**config.mk**
```make
export PLATFORM = sky130hd
export DESIGN_NAME = integer_to_ascii_radix
export DESIGN_NICKNAME = d
export VERILOG_FILES = /design/src/rtl/itoa_pkg.sv /design/src/rtl/integer_to_ascii_radix.sv /design/src/rtl/itoa_ram.sv /design/src/rtl/itoa_queue.sv /design/src/rtl/itoa_front.sv /design/src/rtl/itoa_back.sv
export SDC_FILE = /design/constraint.sdc
export NUM_CORES = 1
export LEC_CHECK = 0
export ABC_CLOCK_PERIOD_IN_PS = 19800
export BUFFER_PORTS_ARGS = -buffer_cell sky130_fd_sc_hd__buf_2
export CAP_MARGIN = 30
export CORE_MARGIN = 8
export CORE_UTILIZATION = 35
export CTS_BUF_LIST = sky130_fd_sc_hd__clkbuf_2 sky130_fd_sc_hd__clkbuf_4 sky130_fd_sc_hd__clkbuf_8
export DETAILED_ROUTE_END_ITERATION = 8
export GPL_ROUTABILITY_DRIVEN = 0
export PLACE_DENSITY = 0.51
export SYNTH_ARGS = -nofsm -noshare
export SYNTH_HDL_FRONTEND = slang
export SYNTH_SLANG_ARGS = --single-unit
```
**constraint.sdc**
```tcl
create_clock -name clk_i -period 19.8 [get_ports clk_i]
set_input_delay 0.99 -clock clk_i [delete_from_list [all_inputs] [get_ports clk_i]]
set_output_delay 0.99 -clock clk_i [all_outputs]
set_load 0.03 [all_outputs]
```
**src/rtl/itoa_pkg.sv**
```systemverilog
// Shared types, constants and the digit-to-character function for the radix converter.
package itoa_pkg;

  localparam int unsigned VALUE_W      = 32;
  localparam int unsigned RADIX_W      = 6;
  localparam int unsigned CHAR_W       = 8;
  localparam int unsigned DIGIT_W      = 5;
  localparam int unsigned BITS_PER_CYC = 8;
  localparam int unsigned QUEUE_DEPTH  = 2;

  localparam logic [RADIX_W-1:0] RADIX_MIN      = 6'd2;
  localparam logic [RADIX_W-1:0] RADIX_MAX      = 6'd32;
  localparam logic [DIGIT_W-1:0] DECIMAL_DIGITS = 5'd10;

  localparam logic [CHAR_W-1:0] CH_ZERO  = 8'h30;
  localparam logic [CHAR_W-1:0] CH_A     = 8'h61;
  localparam logic [CHAR_W-1:0] CH_MINUS = 8'h2d;
  localparam logic [CHAR_W-1:0] CH_NONE  = 8'h00;

  typedef struct packed {
    logic               bad;
    logic               neg;
    logic [RADIX_W-1:0] radix;
  } job_ctl_t;

  localparam int unsigned JOB_CTL_W = $bits(job_ctl_t);

  typedef enum logic [2:0] {
    S_IDLE,
    S_DIV,
    S_PRIME,
    S_SIGN,
    S_EMIT,
    S_BAD
  } back_state_e;

  function automatic logic [CHAR_W-1:0] digit_char(input logic [DIGIT_W-1:0] d);
    if (d < DECIMAL_DIGITS) begin
      return CH_ZERO + {{(CHAR_W-DIGIT_W){1'b0}}, d};
    end
    return CH_A + {{(CHAR_W-DIGIT_W){1'b0}}, DIGIT_W'(d - DECIMAL_DIGITS)};
  endfunction

endpackage

```
**src/rtl/integer_to_ascii_radix.sv**
```systemverilog
// Top level: integer to ASCII conversion in radix 2 to 32, one character per strobe.
// A word taken on start waits in the queue until the back end is idle and pops it. The back
// end divides the magnitude repeatedly in the shared 8-bit-per-cycle divider, storing each
// remainder as a digit, then primes the digit read, sends a minus sign if negative and then
// the digits. A bad radix gives its one result instead. The back end converts one word at a
// time; a two-word queue lets start be taken meanwhile.
// Characters go out one per cycle and the receiver cannot stall. Reset clears all control.
module integer_to_ascii_radix
  import itoa_pkg::*;
#(
  parameter int unsigned VALUE_BITS = 32
) (
  input  logic               clk_i,
  input  logic               rst_ni,
  input  logic               start,
  output logic               busy,
  input  logic [VALUE_W-1:0] value_i,
  input  logic [RADIX_W-1:0] radix_i,
  input  logic               is_signed_i,
  output logic               strobe_o,
  output logic [CHAR_W-1:0]  character_o,
  output logic               last_o,
  output logic               bad_radix_o
);

  localparam int unsigned JOB_W = JOB_CTL_W + VALUE_BITS;

  job_ctl_t              front_ctl;
  logic [VALUE_BITS-1:0] front_mag;
  job_ctl_t              back_ctl;
  logic [VALUE_BITS-1:0] back_mag;
  logic                  push;
  logic                  pop;
  logic                  q_full;
  logic                  q_empty;
  logic [JOB_W-1:0]      q_out;

  itoa_front #(
    .VALUE_BITS(VALUE_BITS)
  ) u_front (
    .value_i    (value_i),
    .radix_i    (radix_i),
    .is_signed_i(is_signed_i),
    .ctl_o      (front_ctl),
    .mag_o      (front_mag)
  );

  assign push = start && !q_full;
  assign busy = q_full;

  itoa_queue #(
    .WIDTH(JOB_W)
  ) u_queue (
    .clk_i  (clk_i),
    .rst_ni (rst_ni),
    .push_i (push),
    .data_i ({front_ctl, front_mag}),
    .pop_i  (pop),
    .data_o (q_out),
    .full_o (q_full),
    .empty_o(q_empty)
  );

  assign back_ctl = q_out[JOB_W-1:VALUE_BITS];
  assign back_mag = q_out[VALUE_BITS-1:0];

  itoa_back #(
    .VALUE_BITS(VALUE_BITS)
  ) u_back (
    .clk_i      (clk_i),
    .rst_ni     (rst_ni),
    .job_valid_i(!q_empty),
    .job_ctl_i  (back_ctl),
    .job_mag_i  (back_mag),
    .job_pop_o  (pop),
    .strobe_o   (strobe_o),
    .character_o(character_o),
    .last_o     (last_o),
    .bad_radix_o(bad_radix_o)
  );

  a_bad_word: assert property (@(posedge clk_i) disable iff (!rst_ni)
    strobe_o && bad_radix_o |-> last_o && (character_o == CH_NONE))
    else $error("bad radix result not a lone null character");

  a_gap_after_last: assert property (@(posedge clk_i) disable iff (!rst_ni)
    strobe_o && last_o |=> !strobe_o)
    else $error("character strobed right after a last character");

  a_minus_not_last: assert property (@(posedge clk_i) disable iff (!rst_ni)
    strobe_o && !bad_radix_o && (character_o == CH_MINUS) |-> !last_o)
    else $error("minus sign marked as last character");

  a_busy_rise: assert property (@(posedge clk_i) disable iff (!rst_ni)
    $rose(busy) |-> $past(start))
    else $error("busy rose without a word taken");

endmodule

```
**src/rtl/itoa_ram.sv**
```systemverilog
// Generic single-port-write, single-port-read RAM with registered read data.
module itoa_ram #(
  parameter int unsigned WIDTH = 8,
  parameter int unsigned DEPTH = 32
) (
  input  logic                     clk_i,
  input  logic                     we_i,
  input  logic [$clog2(DEPTH)-1:0] waddr_i,
  input  logic [WIDTH-1:0]         wdata_i,
  input  logic                     re_i,
  input  logic [$clog2(DEPTH)-1:0] raddr_i,
  output logic [WIDTH-1:0]         rdata_o
);

  logic [WIDTH-1:0] mem_q [DEPTH];
  logic [WIDTH-1:0] rdata_q;

  always_ff @(posedge clk_i) begin
    if (we_i) begin
      mem_q[waddr_i] <= wdata_i;
    end
    if (re_i) begin
      rdata_q <= mem_q[raddr_i];
    end
  end

  assign rdata_o = rdata_q;

endmodule

```
**src/rtl/itoa_queue.sv**
```systemverilog
// Short job queue between the classifying front end and the conversion back end.
module itoa_queue
  import itoa_pkg::*;
#(
  parameter int unsigned WIDTH = 8
) (
  input  logic             clk_i,
  input  logic             rst_ni,
  input  logic             push_i,
  input  logic [WIDTH-1:0] data_i,
  input  logic             pop_i,
  output logic [WIDTH-1:0] data_o,
  output logic             full_o,
  output logic             empty_o
);

  localparam int unsigned PTR_W = $clog2(QUEUE_DEPTH);

  logic [WIDTH-1:0] mem_q [QUEUE_DEPTH];
  logic [PTR_W-1:0] wr_ptr_q, wr_ptr_d;
  logic [PTR_W-1:0] rd_ptr_q, rd_ptr_d;
  logic [PTR_W:0]   cnt_q, cnt_d;

  always_comb begin
    wr_ptr_d = wr_ptr_q;
    rd_ptr_d = rd_ptr_q;
    cnt_d    = cnt_q;
    if (push_i) begin
      wr_ptr_d = wr_ptr_q + 1'b1;
    end
    if (pop_i) begin
      rd_ptr_d = rd_ptr_q + 1'b1;
    end
    if (push_i && !pop_i) begin
      cnt_d = cnt_q + 1'b1;
    end else if (pop_i && !push_i) begin
      cnt_d = cnt_q - 1'b1;
    end
  end

  always_ff @(posedge clk_i or negedge rst_ni) begin
    if (!rst_ni) begin
      wr_ptr_q <= '0;
      rd_ptr_q <= '0;
      cnt_q    <= '0;
    end else begin
      wr_ptr_q <= wr_ptr_d;
      rd_ptr_q <= rd_ptr_d;
      cnt_q    <= cnt_d;
    end
  end

  always_ff @(posedge clk_i) begin
    if (push_i) begin
      mem_q[wr_ptr_q] <= data_i;
    end
  end

  assign data_o  = mem_q[rd_ptr_q];
  assign full_o  = (cnt_q == (PTR_W+1)'(QUEUE_DEPTH));
  assign empty_o = (cnt_q == '0);

endmodule

```
**src/rtl/itoa_front.sv**
```systemverilog
// Front end: checks the radix, finds the sign and forms the unsigned magnitude.
module itoa_front
  import itoa_pkg::*;
#(
  parameter int unsigned VALUE_BITS = 32
) (
  input  logic [VALUE_W-1:0]    value_i,
  input  logic [RADIX_W-1:0]    radix_i,
  input  logic                  is_signed_i,
  output job_ctl_t              ctl_o,
  output logic [VALUE_BITS-1:0] mag_o
);

  logic [VALUE_BITS-1:0] v;

  if (VALUE_BITS <= VALUE_W) begin : g_trunc
    assign v = value_i[VALUE_BITS-1:0];
  end else begin : g_extend
    assign v = {{(VALUE_BITS-VALUE_W){1'b0}}, value_i};
  end

  always_comb begin
    ctl_o.bad   = !(radix_i inside {[RADIX_MIN:RADIX_MAX]});
    ctl_o.neg   = is_signed_i && v[VALUE_BITS-1];
    ctl_o.radix = radix_i;
    // unsigned negate, so the most negative value keeps its full magnitude
    mag_o       = ctl_o.neg ? (~v + 1'b1) : v;
  end

endmodule

```
**src/rtl/itoa_back.sv**
```systemverilog
// Back end: digit extraction by iterative division, digit stack, and character output.
module itoa_back
  import itoa_pkg::*;
#(
  parameter int unsigned VALUE_BITS = 32
) (
  input  logic                  clk_i,
  input  logic                  rst_ni,
  input  logic                  job_valid_i,
  input  job_ctl_t              job_ctl_i,
  input  logic [VALUE_BITS-1:0] job_mag_i,
  output logic                  job_pop_o,
  output logic                  strobe_o,
  output logic [CHAR_W-1:0]     character_o,
  output logic                  last_o,
  output logic                  bad_radix_o
);

  localparam int unsigned DIV_STEPS = (VALUE_BITS + BITS_PER_CYC - 1) / BITS_PER_CYC;
  localparam int unsigned DIV_W     = DIV_STEPS * BITS_PER_CYC;
  localparam int unsigned STEP_W    = (DIV_STEPS > 1) ? $clog2(DIV_STEPS) : 1;
  localparam int unsigned AW        = $clog2(VALUE_BITS);
  localparam logic [STEP_W-1:0] LAST_STEP = STEP_W'(DIV_STEPS - 1);

  back_state_e state_q, state_d;

  logic [DIV_W-1:0]   work_q, work_d;
  logic [RADIX_W-1:0] rem_q, rem_d;
  logic [RADIX_W-1:0] radix_q, radix_d;
  logic               neg_q, neg_d;
  logic [STEP_W-1:0]  step_q, step_d;
  logic [AW:0]        nd_q, nd_d;
  logic [AW-1:0]      ptr_q, ptr_d;

  logic [DIV_W-1:0]   div_quo;
  logic [RADIX_W-1:0] div_rem;
  logic               div_last;
  logic               quo_zero;

  logic               ram_we;
  logic               ram_re;
  logic [AW-1:0]      ram_raddr;
  logic [DIGIT_W-1:0] ram_rdata;

  // Eight restoring-division bits per cycle; remainder stays below the radix.
  always_comb begin
    logic [RADIX_W:0]   t;
    logic [RADIX_W-1:0] r;
    logic [DIV_W-1:0]   w;
    r = rem_q;
    w = work_q;
    for (int i = 0; i < BITS_PER_CYC; i++) begin
      t = {r, w[DIV_W-1]};
      w = {w[DIV_W-2:0], 1'b0};
      if (t >= {1'b0, radix_q}) begin
        t    = t - {1'b0, radix_q};
        w[0] = 1'b1;
      end
      r = t[RADIX_W-1:0];
    end
    div_rem = r;
    div_quo = w;
  end

  assign div_last = (step_q == LAST_STEP);
  assign quo_zero = (div_quo == '0);

  // Next state
  always_comb begin
    state_d = state_q;
    case (state_q)
      S_IDLE: begin
        if (job_valid_i) begin
          state_d = job_ctl_i.bad ? S_BAD : S_DIV;
        end
      end
      S_DIV: begin
        if (div_last && quo_zero) begin
          state_d = S_PRIME;
        end
      end
      S_PRIME: begin
        state_d = neg_q ? S_SIGN : S_EMIT;
      end
      S_SIGN: begin
        state_d = S_EMIT;
      end
      S_EMIT: begin
        if (ptr_q == '0) begin
          state_d = S_IDLE;
        end
      end
      S_BAD: begin
        state_d = S_IDLE;
      end
      default: begin
        state_d = S_IDLE;
      end
    endcase
  end

  // Outputs and memory control
  always_comb begin
    job_pop_o   = 1'b0;
    strobe_o    = 1'b0;
    character_o = CH_NONE;
    last_o      = 1'b0;
    bad_radix_o = 1'b0;
    ram_we      = 1'b0;
    ram_re      = 1'b0;
    ram_raddr   = ptr_q - 1'b1;
    case (state_q)
      S_IDLE: begin
        job_pop_o = job_valid_i;
      end
      S_DIV: begin
        ram_we = div_last;
      end
      S_PRIME: begin
        ram_re    = 1'b1;
        ram_raddr = ptr_q;
      end
      S_SIGN: begin
        strobe_o    = 1'b1;
        character_o = CH_MINUS;
      end
      S_EMIT: begin
        strobe_o    = 1'b1;
        character_o = digit_char(ram_rdata);
        last_o      = (ptr_q == '0);
        ram_re      = (ptr_q != '0);
      end
      S_BAD: begin
        strobe_o    = 1'b1;
        last_o      = 1'b1;
        bad_radix_o = 1'b1;
      end
      default: begin
        strobe_o = 1'b0;
      end
    endcase
  end

  // Datapath
  always_comb begin
    work_d  = work_q;
    rem_d   = rem_q;
    radix_d = radix_q;
    neg_d   = neg_q;
    step_d  = step_q;
    nd_d    = nd_q;
    ptr_d   = ptr_q;
    case (state_q)
      S_IDLE: begin
        if (job_valid_i) begin
          work_d  = DIV_W'(job_mag_i);
          rem_d   = '0;
          radix_d = job_ctl_i.radix;
          neg_d   = job_ctl_i.neg;
          step_d  = '0;
          nd_d    = '0;
        end
      end
      S_DIV: begin
        work_d = div_quo;
        rem_d  = div_rem;
        step_d = step_q + 1'b1;
        if (div_last) begin
          // digit done: push it and restart on the quotient
          nd_d   = nd_q + 1'b1;
          ptr_d  = nd_q[AW-1:0];
          rem_d  = '0;
          step_d = '0;
        end
      end
      S_EMIT: begin
        if (ptr_q != '0) begin
          ptr_d = ptr_q - 1'b1;
        end
      end
      default: begin
        ptr_d = ptr_q;
      end
    endcase
  end

  always_ff @(posedge clk_i or negedge rst_ni) begin
    if (!rst_ni) begin
      state_q <= S_IDLE;
      step_q  <= '0;
      nd_q    <= '0;
      ptr_q   <= '0;
    end else begin
      state_q <= state_d;
      step_q  <= step_d;
      nd_q    <= nd_d;
      ptr_q   <= ptr_d;
    end
  end

  always_ff @(posedge clk_i) begin
    work_q  <= work_d;
    rem_q   <= rem_d;
    radix_q <= radix_d;
    neg_q   <= neg_d;
  end

  itoa_ram #(
    .WIDTH(DIGIT_W),
    .DEPTH(VALUE_BITS)
  ) u_digits (
    .clk_i  (clk_i),
    .we_i   (ram_we),
    .waddr_i(nd_q[AW-1:0]),
    .wdata_i(div_rem[DIGIT_W-1:0]),
    .re_i   (ram_re),
    .raddr_i(ram_raddr),
    .rdata_o(ram_rdata)
  );

endmodule

```
* Word-level counts from Yosys, hierarchy flattened
Memory sizes are Yosys's and may differ from the RTL's. A register that Yosys moved wholly into a read port is not among the register bits.
Cells that the tools add are included.
** Word-level totals
- Flip-flop bits (word level) :: 65
- Bits in writable memories :: 240
- Output and inout bits :: 12
- Logic and storage cells :: 136
- Memories kept :: 2
** Cells by class
- Add/subtract/negate cells :: 19
- Magnitude comparators :: 11
- Equality and inequality tests :: 12
- Multiplexer cells :: 54
- Bitwise gates (word level) :: 2
- Reductions and logical operators :: 25
** Memories
- u_back.u_digits.mem_q :: words 32, bits a word 5, read ports 1, clocked after Yosys merged registers in 1, wr ports 1, RTL line itoa_ram.sv:15 : logic [WIDTH-1:0] mem_q [DEPTH];
- u_queue.mem_q :: words 2, bits a word 40, read ports 1, clocked after Yosys merged registers in 0, wr ports 1, RTL line itoa_queue.sv:19 : logic [WIDTH-1:0] mem_q [QUEUE_DEPTH];
** Operator list (number)
- 6-bit two-way mux :: 11
- 32-bit two-way mux :: 2
- 32-bit case mux with 2 select lines :: 1
- 7-bit by 6-bit greater-or-equal comparator with 1-bit output :: 8
- 6-bit subtractor :: 8
- 32-bit by 1-bit adder with 32-bit output, second input constant :: 1
- 32-bit zero test :: 1
- 32-bit NOT :: 1
- 6-bit case mux with 2 select lines :: 2
- 1-bit two-way mux :: 18
- 8-bit two-way mux :: 2
- 8-bit case mux with 2 select lines :: 1
- 3-bit two-way mux :: 5
- 5-bit two-way mux :: 3
- 3-bit case mux with 5 select lines :: 1
- 5-bit case mux with 2 select lines :: 1
- 3-bit AND reduction :: 3
- 7-bit by 5-bit adder with 8-bit output, first input constant :: 1
- 2-bit two-way mux :: 4
- 2-bit by 1-bit inequality test with 1-bit output, second input constant :: 4
- 6-bit by 5-bit adder with 7-bit output, first input constant :: 1
- 6-bit by 1-bit adder with 6-bit output, second input constant :: 1
- 3-bit by 2-bit equality test with 1-bit output, second input constant :: 2
- 3-bit equality test, second input constant :: 2
- other kinds (23) :: 39

* Longest topological paths before layout
- Depth in word-level cells :: 20
- Depth in mapped cells :: 82

* Hierarchy
Synthesis repeated with hierarchy kept, for this count alone.
** Second synthesis, totals
- Cells, all modules :: 1226
- Area, all modules :: 16390.7 µm²
** By module, submodules not included
- itoa_ram :: times used 1, cells each 277, area an instance 6394.9 µm², sequential area each 4954.8 µm²
- itoa_back :: times used 1, cells each 670, area an instance 5766.8 µm², sequential area each 1726.7 µm²
- itoa_queue :: times used 1, cells each 141, area an instance 3276.9 µm², sequential area each 2502.4 µm²
- itoa_front :: times used 1, cells each 136, area an instance 934.6 µm², sequential area each 0.0 µm²
- integer_to_ascii_radix :: times used 1, cells each 2, area an instance 17.5 µm², sequential area each 0.0 µm²

* Least setup slack after synthesis
Ideal clock, no wire load.
- Path type :: flip-flop to flip-flop
- Start point :: register u_back.radix_q[1]
- End point :: memory u_back.u_digits.mem_q[0][2] (netlist bit), data pin
- Arrival time :: 16.630 ns
- Slack :: 2.793 ns
- Cell stages (with the launch flop) :: 75
- Clock period less this slack :: 17.007 ns
- Cells stage by stage :: edfxtp_1 -> inv_1 -> ha_1 -> a21oi_1 -> o21ai_0 -> a21oi_1 -> mux2_2 -> inv_1 -> ha_1 -> nor2b_1 -> o31a_1 -> o31ai_2 -> o2111ai_4 -> o21ai_0 -> inv_1 -> ha_1 -> nor2b_1 -> o31a_1 -> [39 not listed] -> o21ai_0 -> a31oi_1 -> inv_1 -> o211ai_1 -> nor4_2 -> a311oi_4 -> mux2i_1 -> ha_1 -> a21o_1 -> a21o_1 -> a21o_1 -> a21o_1 -> a211oi_1 -> o31ai_1 -> a221oi_4 -> buf_6 -> nor2_1 -> a21oi_1
** Between the ends
- Cells in the longest elaborated chain, start to end :: 16
** Ends and longest elaborated chain
- start, declared :: RTL line itoa_back.sv:29 : logic [RADIX_W-1:0] radix_q, radix_d;
- start signal, assigned :: RTL line itoa_back.sv:204 : radix_q <= radix_d;
- 6-bit subtractor / 7-bit by 6-bit greater-or-equal comparator with 1-bit output (equally long branches) :: RTL line itoa_back.sv:56, itoa_back.sv:55
- 6-bit two-way mux :: RTL line itoa_back.sv:55 : if (t >= {1'b0, radix_q}) begin
- 6-bit subtractor / 7-bit by 6-bit greater-or-equal comparator with 1-bit output (equally long branches) :: RTL line itoa_back.sv:56, itoa_back.sv:55
- 6-bit two-way mux :: RTL line itoa_back.sv:55
- 6-bit subtractor / 7-bit by 6-bit greater-or-equal comparator with 1-bit output (equally long branches) :: RTL line itoa_back.sv:56, itoa_back.sv:55
- 6-bit two-way mux :: RTL line itoa_back.sv:55
- 6-bit subtractor / 7-bit by 6-bit greater-or-equal comparator with 1-bit output (equally long branches) :: RTL line itoa_back.sv:56, itoa_back.sv:55
- 6-bit two-way mux :: RTL line itoa_back.sv:55
- 6-bit subtractor / 7-bit by 6-bit greater-or-equal comparator with 1-bit output (equally long branches) :: RTL line itoa_back.sv:56, itoa_back.sv:55
- 6-bit two-way mux :: RTL line itoa_back.sv:55
- 7-bit by 6-bit greater-or-equal comparator with 1-bit output / 6-bit subtractor (equally long branches) :: RTL line itoa_back.sv:55, itoa_back.sv:56
- 6-bit two-way mux :: RTL line itoa_back.sv:55
- 6-bit subtractor / 7-bit by 6-bit greater-or-equal comparator with 1-bit output (equally long branches) :: RTL line itoa_back.sv:56, itoa_back.sv:55
- 6-bit two-way mux :: RTL line itoa_back.sv:55
- 6-bit subtractor / 7-bit by 6-bit greater-or-equal comparator with 1-bit output (equally long branches) :: RTL line itoa_back.sv:56, itoa_back.sv:55
- 6-bit two-way mux * :: RTL line itoa_back.sv:55
- named net u_back.div_rem[2] :: RTL line itoa_back.sv:36 : logic [RADIX_W-1:0] div_rem;
- end, declared :: RTL line itoa_ram.sv:15
Mark *: on every way through the listed nets, which the timed path passes. The rest lies on a longest branch.

* Worst setup path in the final report
- Start point :: register u_back.radix_q[2]
- End point :: memory u_back.u_digits.mem_q[4][3] (netlist bit), data pin
** Between the ends
- Cells in the longest elaborated chain, start to end :: 16
** Ends and longest elaborated chain (RTL line)
- 6-bit subtractor / 7-bit by 6-bit greater-or-equal comparator with 1-bit output (equally long branches) :: itoa_back.sv:56, itoa_back.sv:55
- 6-bit two-way mux :: itoa_back.sv:55
- 6-bit subtractor / 7-bit by 6-bit greater-or-equal comparator with 1-bit output (equally long branches) :: itoa_back.sv:56, itoa_back.sv:55
- 6-bit two-way mux :: itoa_back.sv:55
- 6-bit subtractor / 7-bit by 6-bit greater-or-equal comparator with 1-bit output (equally long branches) :: itoa_back.sv:56, itoa_back.sv:55
- 6-bit two-way mux :: itoa_back.sv:55
- 6-bit subtractor / 7-bit by 6-bit greater-or-equal comparator with 1-bit output (equally long branches) :: itoa_back.sv:56, itoa_back.sv:55
- 6-bit two-way mux :: itoa_back.sv:55
- 7-bit by 6-bit greater-or-equal comparator with 1-bit output / 6-bit subtractor (equally long branches) :: itoa_back.sv:55, itoa_back.sv:56
- 6-bit two-way mux :: itoa_back.sv:55
- 6-bit subtractor / 7-bit by 6-bit greater-or-equal comparator with 1-bit output (equally long branches) :: itoa_back.sv:56, itoa_back.sv:55
- 6-bit two-way mux :: itoa_back.sv:55
- 6-bit subtractor / 7-bit by 6-bit greater-or-equal comparator with 1-bit output (equally long branches) :: itoa_back.sv:56, itoa_back.sv:55
- 6-bit two-way mux :: itoa_back.sv:55
- 6-bit subtractor / 7-bit by 6-bit greater-or-equal comparator with 1-bit output (equally long branches) :: itoa_back.sv:56, itoa_back.sv:55
- 6-bit two-way mux * :: itoa_back.sv:55
- named net u_back.div_rem[3] :: itoa_back.sv:36
Marks and branches as above.

==> summary.txt <==
STA
  – Final hold vios: 0
  – Worst hold margin: 0.3071 ns
  – Setup ws final: 1.592 ns
  – Relative slew slack: 42.97%
  – Period utilisation layout: 91.96%
  – Clock skew: 0.04002 ns
  – Tightest Pin Transition: 0.8555 ns
  – Final Max Tran Viols: 0
  – Max Clock Freq: between 50 and 60 MHz
  – RSZ-0062 raised after global routing: false
  – TNS Setup: 0 ns
  – Setup violators final: 0
  – Minimum clock period: 18.21 ns

GRT
  – Grt ovf: 0
  – Initial antenna violation count: 5
  – Vias in the first global route: between 10000 and 15000
  – GRT Total Usage: approximately 14%
  – Largest net degree at the start of global routing: 68
  – First-pass GRT wire length: 57700 um

Logic synthesis
  – Most frequent cells after synthesis: edfxtp_1 (290), nor2_1 (101), nand2_1 (80)
  – Post-Syn Instances: 1191
  – Cell taking the most area after synthesis: edfxtp_1
  – Simple-Gate Fraction of Synth Area: 9.406%
  – Seq/Total Area, Yosys: around 58%
  – Top FF cell, synth: edfxtp_1
  – #FFs+latches synth: 309
  – Fraction of the mapped netlist area in compound gates: 9.414%
  – Ys Warns: 0
  – Number of synthesized flops with an enable pin: 290
  – Syn_nets: 1301
  – Post-synth top area share: 54.60%
  – Ys async rst share: 6.149%
  – Adder-Cell Fraction of Synth Area: 5.711%
  – Synth Area per Inst: 13.39 um2
  – Main combinational cell family by area after synthesis: multiplexers
  – Post-Synth XOR/XNOR Area: under 10%
  – Mux cell area share after synthesis: 11.85%
  – Cell Area, Synth: 15950 um2
  – Synth area leaders: edfxtp_1 (55%), mux4_2 (7.1%), ha_1 (4.7%)
  – Most frequent cell after synthesis: edfxtp_1
  – Distinct cells, synth: 75

Setup path
  – Delay of the slowest cell on the worst path: 0.51 ns
  – Worst Setup Start Kind: flop
  – WP buf/inv: 10
  – Reg2Reg Depth: 77
  – CP Class: reg -> reg
  – Crit path max-delay family: compound AO/OA/AOI/OAI gates
  – Worst path depth: 77
  – Worst Path Max Fanout: 19
  – Crit path required time: 20.27 ns
  – Setup crit end kind: flop
  – CP arrival: ~19 ns
  – Crit-path slowest cell: a21oi_4
  – CP most frequent cell: o21ai_0

Finish
  – Layout Nets: around 1400
  – Syn-to-layout area delta: 13.05%
  – Fin area: 18030 um2
  – Share of layout cells above drive strength 1: 20.24%

Floorplan
  – Chip height: 229.5 um
  – Site Rows: 78
  – Die area: 52660 um2
  – Ports: 54
  – Core area: roughly 45000 um2
  – Initial Util: a little over a third
  – Die width: roughly 230 um

Placed design
  – Post-DP HPWL: 25590 um
  – Placed cell area: 16990 um2
  – Dpl ws: 0.7210 ns
  – PortBufs: 53

Routing
  – Post-Route WL: 37020 um
  – Initial drt markers: 633
  – Routed len/inst: 19.28 um
  – Drt pass-1 iters: 5
  – Via-per-instance ratio: ~5.2
  – Via count: 9893
  – Max layer used: met5
  – Post-route ant nets: 0
  – Metal3 WL: 1724 um
  – WL met2: around 17000 um
  – DRT met1 WL: 17000 um
  – DRC: 0

Clock tree
  – Root Buffer: clkbuf_8
  – CTS Buf Count: 52
  – H-tree depth: 2
  – Clock-pin slew on the worst setup and hold paths: 0.06 ns
  – Sink Count: 309
  – Clk Latency, worst-skew pair: a little over 0.6 ns
  – CTS max path bufs: 3
  – CTS tree: built

Min path
  – Hold WC Path Type: in -> async

Job
  – Max-cap viol count: 0

Run status
  – Status: completed
## repair_timing
action                     4_1_cts  5_1_grt
hold buffers                     0        0
resized for setup                0        7
buffers inserted                 0        4
setup endpoints to repair        0      166
## stage by stage
| stage | cells | utilization (%) |
|---|---|---|
| final | 1920 | 39.90 |
| after CTS | 1915 | 39.74 |
| after global routing | 1920 | 39.90 |
| after detailed placement | 1823 | 37.61 |
| after floorplan | 1191 | - |
| after global placement | 1821 | 37.53 |
## sequential cells by signal, indices dropped and copies added, names as in the netlist
| register | cells |
|---|---|
| u_back.nd_q | 5 |
| u_back.neg_q | 1 |
| u_back.ptr_q | 5 |
| u_back.radix_q | 6 |
| u_back.rem_q | 6 |
| u_back.state_q | 3 |
| u_back.step_q | 2 |
| u_back.u_digits.mem_q | 160 |
| u_back.u_digits.rdata_o | 5 |
| u_back.work_q | 32 |
| u_queue.cnt_q | 2 |
| u_queue.mem_q | 80 |
| u_queue.rd_ptr_q | 1 |
| u_queue.wr_ptr_q | 1 |
## cell usage in the layout (no fill, tap or decap), types with 7 or more instances in the layout
master	count
o21a_1	14
buf_4	18
nor3_1	13
edfxtp_1	290
dfrtp_1	18
xor2_1	32
o21ai_0	76
xnor2_1	33
a211oi_1	8
inv_1	59
nand2b_1	10
a21oi_1	37
nor2b_1	16
clkbuf_8	52
nand3_1	14
and3_1	7
ha_1	60
mux2i_1	43
clkbuf_4	16
mux4_2	50
fa_1	8
nand2_1	80
nor4_1	11
clkinv_1	14
a21o_1	12
nor2_1	100
buf_2	53
mux2_2	26
## cells by family (layout without fill, tap and decap cells)
logic type,count (synthesis),after routing
AOI/OAI and AO/OA,221,221
xor gates and xnor gates,66,66
DFF,309,309
muxes,122,122
and+or+nand+nor,308,308
other,0,1
adders and majority gates,68,68
buffers and inverters,97,225
## final timing paths
path,start,end,slack (ns)
min,rst_ni,u_back.state_q[2],0.31
max,u_back.radix_q[2],u_back.u_digits.mem_q[4][3],1.59
max reg2reg,u_back.radix_q[2],u_back.u_digits.mem_q[4][3],1.59
min in group clk_i,u_back.rem_q[2],u_back.state_q[1],0.49
max in group asynchronous,rst_ni,u_back.nd_q[2],19.15
min reg2reg,u_back.rem_q[2],u_back.state_q[1],0.49
## final cells by class
cell class | instances | area, um2
Antenna cell | 1 | 2.502
Inverter | 59 | 221.5
Fill cell | 4228 | 27150
Multi-Input combinational cell | 785 | 6455
Clock buffer | 68 | 835.8
Clock inverter | 24 | 125.1
Timing Repair Buffer | 74 | 455.4
Sequential cell | 309 | 9185
Tap cell | 600 | 750.7
## metal layers
metal	GRT usage, %	vias up
met5	0	-
met4	4.901	2
met3	2.373	76
met2	22.21	242
met1	18.98	4839
li1	-	4734
Power is not shown: default switching activity piles up to over one toggle a cycle in this logic, so the estimate is an artifact.
